### src/rtl/lpht_pkg.sv
// ---------------------------------------------------------------------------
// Linear probe hash table: shared definitions
// Operation codes, result status codes, sizing defaults and the controller
// state type used by the table core.
// ---------------------------------------------------------------------------
package lpht_pkg;

   // Sizing defaults
   localparam int SLOT_COUNT_DEF  = 8;
   localparam int ENTRY_COUNT_DEF = 8;

   // Fixed field widths
   localparam int KIND_W   = 2;
   localparam int KEY_W    = 64;
   localparam int INDEX_W  = 3;
   localparam int STATUS_W = 2;

   // Entries reachable through the entry index field
   localparam int INDEX_SPAN = 1 << INDEX_W;

   // Operation codes
   localparam logic [KIND_W-1:0] KIND_INSERT = 2'd0;
   localparam logic [KIND_W-1:0] KIND_LOOKUP = 2'd1;
   localparam logic [KIND_W-1:0] KIND_CLEAR  = 2'd2;

   // Result status codes
   localparam logic [STATUS_W-1:0] STATUS_OK   = 2'd0;
   localparam logic [STATUS_W-1:0] STATUS_DUP  = 2'd1;
   localparam logic [STATUS_W-1:0] STATUS_MISS = 2'd2;
   localparam logic [STATUS_W-1:0] STATUS_ZERO = 2'd3;

   // Controller states
   typedef enum logic [2:0] {
      ST_IDLE,
      ST_SLOT,
      ST_ENTRY,
      ST_CMP,
      ST_RESP
   } state_type;

endpackage

### src/rtl/lpht_ram.sv
// ---------------------------------------------------------------------------
// Linear probe hash table: single-port RAM
// Generic synchronous RAM with one address port, write enable and a
// registered read.
// ---------------------------------------------------------------------------
module lpht_ram #(
   parameter  int WIDTH = 8,
   parameter  int DEPTH = 8,
   localparam int AddrW = (DEPTH > 1) ? $clog2(DEPTH) : 1
) (
   input  logic             clock,
   input  logic             wr_en,
   input  logic [AddrW-1:0] addr,
   input  logic [WIDTH-1:0] wr_data,
   output logic [WIDTH-1:0] rd_data
);

   logic [WIDTH-1:0] mem_ff [DEPTH];
   logic [WIDTH-1:0] rd_data_ff;

   // Write on enable, read the addressed word every cycle
   always_ff @(posedge clock) begin
      if (wr_en) begin
         mem_ff[addr] <= wr_data;
      end
      rd_data_ff <= mem_ff[addr];
   end

   assign rd_data = rd_data_ff;

endmodule

### src/rtl/linear_probe_hash_table_core.sv
// ---------------------------------------------------------------------------
// Linear probe hash table core
// Open-addressing hash table with linear probing over a power-of-two slot
// array. Slot contents and entry keys live in two single-port RAMs; slot
// occupancy and entry valid bits are held in flip-flops.
//
//   channel  direction  tdata / tuser                        meaning
//   req      in         tuser kind, tdata key + entry_index  insert/lookup/clear
//   rsp      out        tdata ok + status + found_index      one per request
//
// A request ends without probing on a clear, a zero-key lookup, a bad entry
// number on insert or an unused kind; otherwise it probes up to SLOT_COUNT
// slots, and each occupied slot probed costs a slot RAM read, a key RAM read
// and a compare. Reset empties every slot and clears every valid bit at
// once; the key RAM needs no clearing. A stalled response holds the
// controller until taken, and one request is in flight at a time.
// ---------------------------------------------------------------------------
module linear_probe_hash_table_core #(
   parameter int SLOT_COUNT  = lpht_pkg::SLOT_COUNT_DEF,
   parameter int ENTRY_COUNT = lpht_pkg::ENTRY_COUNT_DEF
) (
   input  logic        clock,
   input  logic        reset,
   input  logic        req_tvalid,
   output logic        req_tready,
   input  logic [71:0] req_tdata,  // key [63:0], entry_index [66:64], zero fill
   input  logic [1:0]  req_tuser,  // kind [1:0]
   output logic        rsp_tvalid,
   input  logic        rsp_tready,
   output logic [7:0]  rsp_tdata   // ok [0], status [2:1], found_index [5:3], zero fill
);

   localparam int SlotAw   = $clog2(SLOT_COUNT);
   localparam int KeyDepth = (ENTRY_COUNT < lpht_pkg::INDEX_SPAN) ?
                             ENTRY_COUNT : lpht_pkg::INDEX_SPAN;
   localparam int KeyAw    = (KeyDepth > 1) ? $clog2(KeyDepth) : 1;
   localparam logic [SlotAw-1:0] LastProbe = SlotAw'(SLOT_COUNT - 1);

   // Request fields
   logic [lpht_pkg::KEY_W-1:0]   req_key;
   logic [lpht_pkg::INDEX_W-1:0] req_index;
   logic                         req_fire;
   logic                         req_in_range;
   logic                         req_key_zero;

   assign req_key      = req_tdata[63:0];
   assign req_index    = req_tdata[66:64];
   assign req_fire     = req_tvalid && req_tready;
   assign req_in_range = 32'(req_index) < ENTRY_COUNT;
   assign req_key_zero = (req_key == '0);

   // Controller registers
   lpht_pkg::state_type state_ff, state_in;
   logic [lpht_pkg::KIND_W-1:0]   kind_ff, kind_in;
   logic [lpht_pkg::KEY_W-1:0]    key_ff, key_in;
   logic [KeyAw-1:0]              idx_ff, idx_in;
   logic [SlotAw-1:0]             slot_ff, slot_in;
   logic [SlotAw-1:0]             probe_ff, probe_in;
   logic [KeyAw-1:0]              ent_ff, ent_in;
   logic [SLOT_COUNT-1:0]         occ_ff, occ_in;
   logic [KeyDepth-1:0]           valid_ff, valid_in;
   logic                          res_ok_ff, res_ok_in;
   logic [lpht_pkg::STATUS_W-1:0] res_status_ff, res_status_in;
   logic [lpht_pkg::INDEX_W-1:0]  res_found_ff, res_found_in;
   logic                          rsp_valid_ff, rsp_valid_in;
   logic [7:0]                    rsp_data_ff, rsp_data_in;

   // RAM ports
   logic                          slot_we;
   logic [KeyAw-1:0]              slot_rdata;
   logic                          key_we;
   logic [KeyAw-1:0]              key_addr;
   logic [lpht_pkg::KEY_W-1:0]    key_rdata;

   // Probe decisions
   logic is_insert;
   logic slot_empty;
   logic key_match;
   logic last_probe;
   logic rsp_free;

   assign is_insert  = (kind_ff == lpht_pkg::KIND_INSERT);
   assign slot_empty = !occ_ff[slot_ff];
   assign key_match  = (key_rdata == key_ff);
   assign last_probe = (probe_ff == LastProbe);
   assign rsp_free   = !rsp_valid_ff || rsp_tready;

   // Slot array: entry number per slot
   lpht_ram #(
      .WIDTH (KeyAw),
      .DEPTH (SLOT_COUNT)
   ) u_slot_ram (
      .clock   (clock),
      .wr_en   (slot_we),
      .addr    (slot_ff),
      .wr_data (idx_ff),
      .rd_data (slot_rdata)
   );

   // Key store: written on insert accept, read at the probed entry
   lpht_ram #(
      .WIDTH (lpht_pkg::KEY_W),
      .DEPTH (KeyDepth)
   ) u_key_ram (
      .clock   (clock),
      .wr_en   (key_we),
      .addr    (key_addr),
      .wr_data (req_key),
      .rd_data (key_rdata)
   );

   // Next state
   always_comb begin
      state_in = state_ff;
      unique case (state_ff)
         lpht_pkg::ST_IDLE: begin
            if (req_fire) begin
               unique case (req_tuser)
                  lpht_pkg::KIND_INSERT: begin
                     state_in = req_in_range ? lpht_pkg::ST_SLOT : lpht_pkg::ST_RESP;
                  end
                  lpht_pkg::KIND_LOOKUP: begin
                     state_in = req_key_zero ? lpht_pkg::ST_RESP : lpht_pkg::ST_SLOT;
                  end
                  default: begin
                     state_in = lpht_pkg::ST_RESP;
                  end
               endcase
            end
         end
         lpht_pkg::ST_SLOT: begin
            state_in = slot_empty ? lpht_pkg::ST_RESP : lpht_pkg::ST_ENTRY;
         end
         lpht_pkg::ST_ENTRY: begin
            state_in = lpht_pkg::ST_CMP;
         end
         lpht_pkg::ST_CMP: begin
            if (key_match && (is_insert || valid_ff[ent_ff])) begin
               state_in = lpht_pkg::ST_RESP;
            end else if (last_probe) begin
               state_in = lpht_pkg::ST_RESP;
            end else begin
               state_in = lpht_pkg::ST_SLOT;
            end
         end
         lpht_pkg::ST_RESP: begin
            if (rsp_free) begin
               state_in = lpht_pkg::ST_IDLE;
            end
         end
         default: begin
            state_in = lpht_pkg::ST_IDLE;
         end
      endcase
   end

   // Datapath and outputs per state
   always_comb begin
      kind_in       = kind_ff;
      key_in        = key_ff;
      idx_in        = idx_ff;
      slot_in       = slot_ff;
      probe_in      = probe_ff;
      ent_in        = ent_ff;
      occ_in        = occ_ff;
      valid_in      = valid_ff;
      res_ok_in     = res_ok_ff;
      res_status_in = res_status_ff;
      res_found_in  = res_found_ff;
      rsp_valid_in  = rsp_valid_ff && !rsp_tready;
      rsp_data_in   = rsp_data_ff;
      slot_we       = 1'b0;
      key_we        = 1'b0;
      key_addr      = idx_ff;
      req_tready    = 1'b0;

      unique case (state_ff)
         lpht_pkg::ST_IDLE: begin
            req_tready = 1'b1;
            key_addr   = KeyAw'(req_index);
            if (req_fire) begin
               // Capture the request and start at the home slot
               kind_in       = req_tuser;
               key_in        = req_key;
               idx_in        = KeyAw'(req_index);
               slot_in       = req_key[SlotAw-1:0];
               probe_in      = '0;
               res_ok_in     = 1'b0;
               res_status_in = lpht_pkg::STATUS_MISS;
               res_found_in  = '0;
               unique case (req_tuser)
                  lpht_pkg::KIND_INSERT: begin
                     // Store the key before probing so a self-match counts
                     if (req_in_range) begin
                        key_we                       = 1'b1;
                        valid_in[KeyAw'(req_index)] = 1'b1;
                     end
                  end
                  lpht_pkg::KIND_LOOKUP: begin
                     if (req_key_zero) begin
                        res_status_in = lpht_pkg::STATUS_ZERO;
                     end
                  end
                  lpht_pkg::KIND_CLEAR: begin
                     occ_in        = '0;
                     valid_in      = '0;
                     res_ok_in     = 1'b1;
                     res_status_in = lpht_pkg::STATUS_OK;
                  end
                  default: begin
                  end
               endcase
            end
         end
         lpht_pkg::ST_SLOT: begin
            // Empty slot: claim it on insert, end the search on lookup
            if (slot_empty) begin
               if (is_insert) begin
                  slot_we         = 1'b1;
                  occ_in[slot_ff] = 1'b1;
                  res_ok_in       = 1'b1;
                  res_status_in   = lpht_pkg::STATUS_OK;
               end else begin
                  res_status_in   = lpht_pkg::STATUS_MISS;
               end
            end
         end
         lpht_pkg::ST_ENTRY: begin
            // Fetch the key of the entry held in the slot
            ent_in   = slot_rdata;
            key_addr = slot_rdata;
         end
         lpht_pkg::ST_CMP: begin
            if (is_insert && key_match) begin
               valid_in[idx_ff] = 1'b0;
               res_status_in    = lpht_pkg::STATUS_DUP;
            end else if (!is_insert && key_match && valid_ff[ent_ff]) begin
               res_ok_in     = 1'b1;
               res_status_in = lpht_pkg::STATUS_OK;
               res_found_in  = lpht_pkg::INDEX_W'(ent_ff);
            end else if (last_probe) begin
               if (is_insert) begin
                  valid_in[idx_ff] = 1'b0;
               end
               res_status_in = lpht_pkg::STATUS_MISS;
            end else begin
               // Advance to the next slot, wrapping round
               slot_in  = slot_ff + 1'b1;
               probe_in = probe_ff + 1'b1;
            end
         end
         lpht_pkg::ST_RESP: begin
            // Hand the result over once the output register is free
            if (rsp_free) begin
               rsp_valid_in = 1'b1;
               rsp_data_in  = {2'b00, res_found_ff, res_status_ff, res_ok_ff};
            end
         end
         default: begin
         end
      endcase
   end

   // Registers
   always_ff @(posedge clock) begin
      if (reset) begin
         state_ff     <= lpht_pkg::ST_IDLE;
         occ_ff       <= '0;
         valid_ff     <= '0;
         rsp_valid_ff <= 1'b0;
      end else begin
         state_ff     <= state_in;
         occ_ff       <= occ_in;
         valid_ff     <= valid_in;
         rsp_valid_ff <= rsp_valid_in;
      end
   end

   always_ff @(posedge clock) begin
      kind_ff       <= kind_in;
      key_ff        <= key_in;
      idx_ff        <= idx_in;
      slot_ff       <= slot_in;
      probe_ff      <= probe_in;
      ent_ff        <= ent_in;
      res_ok_ff     <= res_ok_in;
      res_status_ff <= res_status_in;
      res_found_ff  <= res_found_in;
      rsp_data_ff   <= rsp_data_in;
   end

   assign rsp_tvalid = rsp_valid_ff;
   assign rsp_tdata  = rsp_data_ff;

`ifndef SYNTHESIS
   // A new response only comes out of the response state
   a_rsp_from_resp: assert property (@(posedge clock) disable iff (reset)
      $rose(rsp_tvalid) |-> $past(state_ff) == lpht_pkg::ST_RESP)
      else $error("response raised outside the response state");

   // A slot is only ever claimed while empty
   a_slot_claim_empty: assert property (@(posedge clock) disable iff (reset)
      slot_we |-> !occ_ff[slot_ff])
      else $error("occupied slot overwritten");

   // Clear empties every slot and valid bit
   a_clear_empties: assert property (@(posedge clock) disable iff (reset)
      (req_fire && req_tuser == lpht_pkg::KIND_CLEAR) |=>
         (occ_ff == '0 && valid_ff == '0))
      else $error("clear left state behind");
`endif

endmodule

### config.mk
export PLATFORM = sky130hd
export DESIGN_NAME = linear_probe_hash_table_core
export DESIGN_NICKNAME = d
export VERILOG_FILES = /design/src/rtl/lpht_pkg.sv /design/src/rtl/lpht_ram.sv /design/src/rtl/linear_probe_hash_table_core.sv
export SDC_FILE = /design/constraint.sdc
export NUM_CORES = 1
export LEC_CHECK = 0
export BUFFER_PORTS_ARGS = -buffer_cell sky130_fd_sc_hd__buf_4
export CAP_MARGIN = 20
export CORE_UTILIZATION = 69
export CTS_BUF_LIST = sky130_fd_sc_hd__clkbuf_4
export CTS_CLUSTER_SIZE = 28
export DETAILED_ROUTE_END_ITERATION = 8
export PLACE_DENSITY_LB_ADDON = 0.2
export SLEW_MARGIN = 20
export SYNTH_ARGS = -nofsm -noshare
export SYNTH_HDL_FRONTEND = slang
export SYNTH_HIERARCHICAL = 1
export SYNTH_SLANG_ARGS = --single-unit
### constraint.sdc
create_clock -name clock -period 18.44 [get_ports clock]
set_input_delay 3.688 -clock clock [delete_from_list [all_inputs] [get_ports clock]]
set_output_delay 3.688 -clock clock [all_outputs]
set_load 0.02 [all_outputs]
==> flow_metrics.py <==
metrics = {
    "worst_setup_path": {
        "critPathBufInv": 5,
        "path_common_cell": "buf_4",
        "path_class": "primary input to flip-flop",
        "startpoint": "req_tdata[64]",
        "rr_startpoint": "state_ff[2]",
        "crit_family": "buffers and inverters",
        "r2r_cells": 10,
        "r2r-end": "u_key_ram/rd_data[25]",
        "setup.worst_path.end_class": "flip-flop",
        "path_cells": "buf_4 -> mux2i_1 -> a21oi_4 -> buf_4 -> buf_4 -> buf_4 -> nor2b_1 -> buf_4 -> a22oi_1 -> o211ai_1",
        "cp.depth": 10,
        "slowest_delay_ps": 850,
        "crit_fanout": 59,
        "cp_data_required_time_ps": 19130,
        "cp_slowest_cell": "buf_4",
        "cp.arrival_ps": 7400,
        "cp-endpoint": "u_key_ram/rd_data[25]",
        "rrSetupSlack_ps": 13370,
        "cp-start-kind": "primary input",
    },
    "grt": {
        "grtUsageMet3_pct": 7.68,
        "grt_pass1_wl_um": 87900,
        "grt.busiest_layer": "met2",
        "grt_util_all_layers_pct": 30.7,
        "grt_pass1_vias": 15230,
        "gr-total-overflow": 0,
        "grt_max_degree": 70,
        "antenna_found_initial": 3,
        "grt_util_met2_pct": 48.9,
        "grt_use_met1_pct": 40.6,
    },
    "placed_design": {
        "dpl_cell_area_um2": 28100,
        "preCtsSetupSlack_ps": 10920,
        "hpwl_um": 32500,
        "placed_cells": 2033,
        "gp_congestion": 0.825,
        "port_buffers": 80,
    },
    "route": {
        "first_iter_violations": 1430,
        "wl_um": 58800,
        "detail-route-antenna-nets": 0,
        "vias": 14818,
        "drtPass1Iterations": 7,
        "viasPerCell": 6.32,
        "wl_per_cell_um": 25.1,
        "drcViolationCount": 0,
    },
    "cts": {
        "path_clk_slew_ps": 60,
        "cts_root_buffer": "clkbuf_4",
        "htree_num_levels": 4,
        "cts_buffers": 168,
        "cts_tree": "yes",
        "post_cts_resized": 0,
        "postCtsSetupRepairBufs": 0,
        "cts_buffer_depth": 3,
        "insertion_delay_ps": 860,
        "clock_sinks": 713,
        "hold_buffers": 0,
    },
    "floorplan": {
        "fp.dieW_um": 200,
        "initial_utilization_pct": 69.9,
        "pin_count": 88,
        "std_cell_rows": 72,
        "die_h_um": 200,
        "dieArea_um2": 39800,
        "core_um2": 38600,
    },
    "yosys": {
        "synth_area_leaders": "edfxtp_1 (70%), mux2_2 (6.9%), dfxtp_1 (6.5%), mux4_2 (2.7%), xnor2_1 (2.1%)",
        "ys_seq_area_share_pct": 76.3,
        "synth_top_area_share_pct": 69.8,
        "ys_seq_elements": 713,
        "yosys.area.top_type": "edfxtp_1",
        "syn-mean-instance-area_um2": 18.2,
        "netlist_area_um2": 26900,
        "synth_warnings": 6,
        "yosysUniqueCellTypes": 63,
        "synth_edf_count": 626,
        "synthCells": 1483,
        "synth-async-reset-ratio_pct": 0,
        "yosys_most_used_dff": "edfxtp_1",
    },
    "final_layout": {
        "final_cells": 2343,
        "num-fill-cells": 2100,
        "area_growth_pct": 12.5,
        "drive_gt1_share_pct": 33.4,
        "final_common_cell": "edfxtp_1",
        "mostFrequentLayoutCells": "edfxtp_1 (626), clkbuf_4 (257), mux2_2 (165)",
        "stdcell_area_um2": 30300,
        "final_net_count": 1766,
    },
    "sta": {
        "clock_skew_ps": 59.1,
        "rsz0062_at_grt": "false",
        "maxSlewViolCount": 0,
        "timing.final.ws_setup_ps": 11730,
        "period_share_pct": 36.4,
        "finalSetupViolations": 0,
        "fin_tns_setup_ps": 0,
        "whs_ps": 423,
        "fmax_ghz": 0.149,
        "timing_hold_violations_final": 0,
        "relSlewSlack_pct": 23.8,
        "fin_crit_ps": 6710,
        "worstMarginPinSlew_ps": 1140,
    },
    "run": {
        "maxCapViolations": 0,
    },
    "pwr": {
        "peakVddDrop_v": 0.0000869,
        "power_density_nw_per_um2": 115,
        "p_leak_nw": 10.1,
    },
    "run_status": {
        "status": "complete, no violations",
    },
    "hold_path": {
        "hp-class": "flip-flop to flip-flop",
    },
}
## sequential cells by signal, summed over array words and instances, names as in the netlist, 2 cells and up
| register | count |
|---|---|
| rsp_tdata | 6 |
| idx_ff | 3 |
| occ_ff | 8 |
| ent_ff | 3 |
| state_ff | 3 |
| probe_ff | 3 |
| kind_ff | 2 |
| res_found_ff | 3 |
| u_key_ram/mem_ff | 512 |
| key_ff | 64 |
| slot_ff | 3 |
| u_slot_ram/rd_data | 3 |
| u_key_ram/rd_data | 64 |
| res_status_ff | 2 |
| u_slot_ram/mem_ff | 24 |
| valid_ff | 8 |
## worst min-delay path by stage
stage                     startpoint           end  slack, ps  depth (start not counted)
floorplan                  res_ok_ff  rsp_tdata[0]        400                          0
global placement     res_found_ff[0]  rsp_tdata[3]        400                          0
detailed placement   res_found_ff[2]  rsp_tdata[5]        410                          0
CTS                  res_found_ff[2]  rsp_tdata[5]        420                          0
global route        res_status_ff[0]  rsp_tdata[1]        430                          0
finish               res_found_ff[2]  rsp_tdata[5]        420                          0
## power by group
group / internal [W] / leakage, nW / switching (W)
clock network: 0.000667 / 1.33 / 0.000599
registers: 0.00183 / 6.41 / 0.0000343
logic: 0.000142 / 2.37 / 0.000210
total: 0.00263 / 10.1 / 0.000844
## worst register-to-register path, cell delays in order (launching register included)
cell	delay (ps)
dfxtp_1	540
nor2_1	760
nor2_1	170
a21oi_4	150
buf_4	530
buf_4	890
buf_4	910
nor2b_1	330
buf_4	310
a22oi_1	230
o211ai_1	120
## stage by stage
step / utilization [%] / power (W)
after floorplan: - / 0.00211
after global placement: 72.9 / 0.00223
after detailed placement: 72.9 / 0.00224
after CTS: 78.6 / 0.00350
after global routing: 78.6 / 0.00361
final: 78.6 / 0.00348
## logic make-up after synthesis
logic type	after synthesis	synth area share, %
adders and majority gates	3	0.139
other	1	0.0139
muxes	208	10.1
xor gates and xnor gates	65	2.11
buffers and inverters	85	1.52
AOI/OAI and AO/OA	222	6.16
DFF	713	76.3
and+or+nand+nor	186	3.69
## cells in the mapped netlist (5+ instances only)
cell type	n
mux4_2	32
inv_1	11
edfxtp_1	626
nor2_1	29
nor4_1	25
nand2b_1	8
o21ai_0	41
a21oi_1	13
mux2_2	165
buf_2	37
mux2i_1	9
o21a_1	8
a222oi_1	29
nor2b_1	7
xnor2_1	65
nand4_1	20
dfxtp_1	87
and3_1	8
a211oi_1	9
nand2_1	53
a22oi_1	70
a31oi_1	6
o31ai_1	5
o211ai_1	19
nor3_1	13
clkbuf_1	27
## per-layer routing
metal	part of all wire (%)	wire length (µm)
met5	0	0
met4	3.0	1750
met1	38	22400
met3	9.3	5500
met2	50	29100
## final cells by class
type	count	area [µm²]	area share, %
antenna	2	5.00	0.0165
clock buffer	257	1930	6.36
clock inverter	51	268	0.883
inverter	11	41.3	0.136
multi-input combinational	686	6100	20.1
sequential	713	20500	67.8
tap	518	648	2.14
timing repair buffer	105	788	2.60
Power figures use the tool's default switching activity.
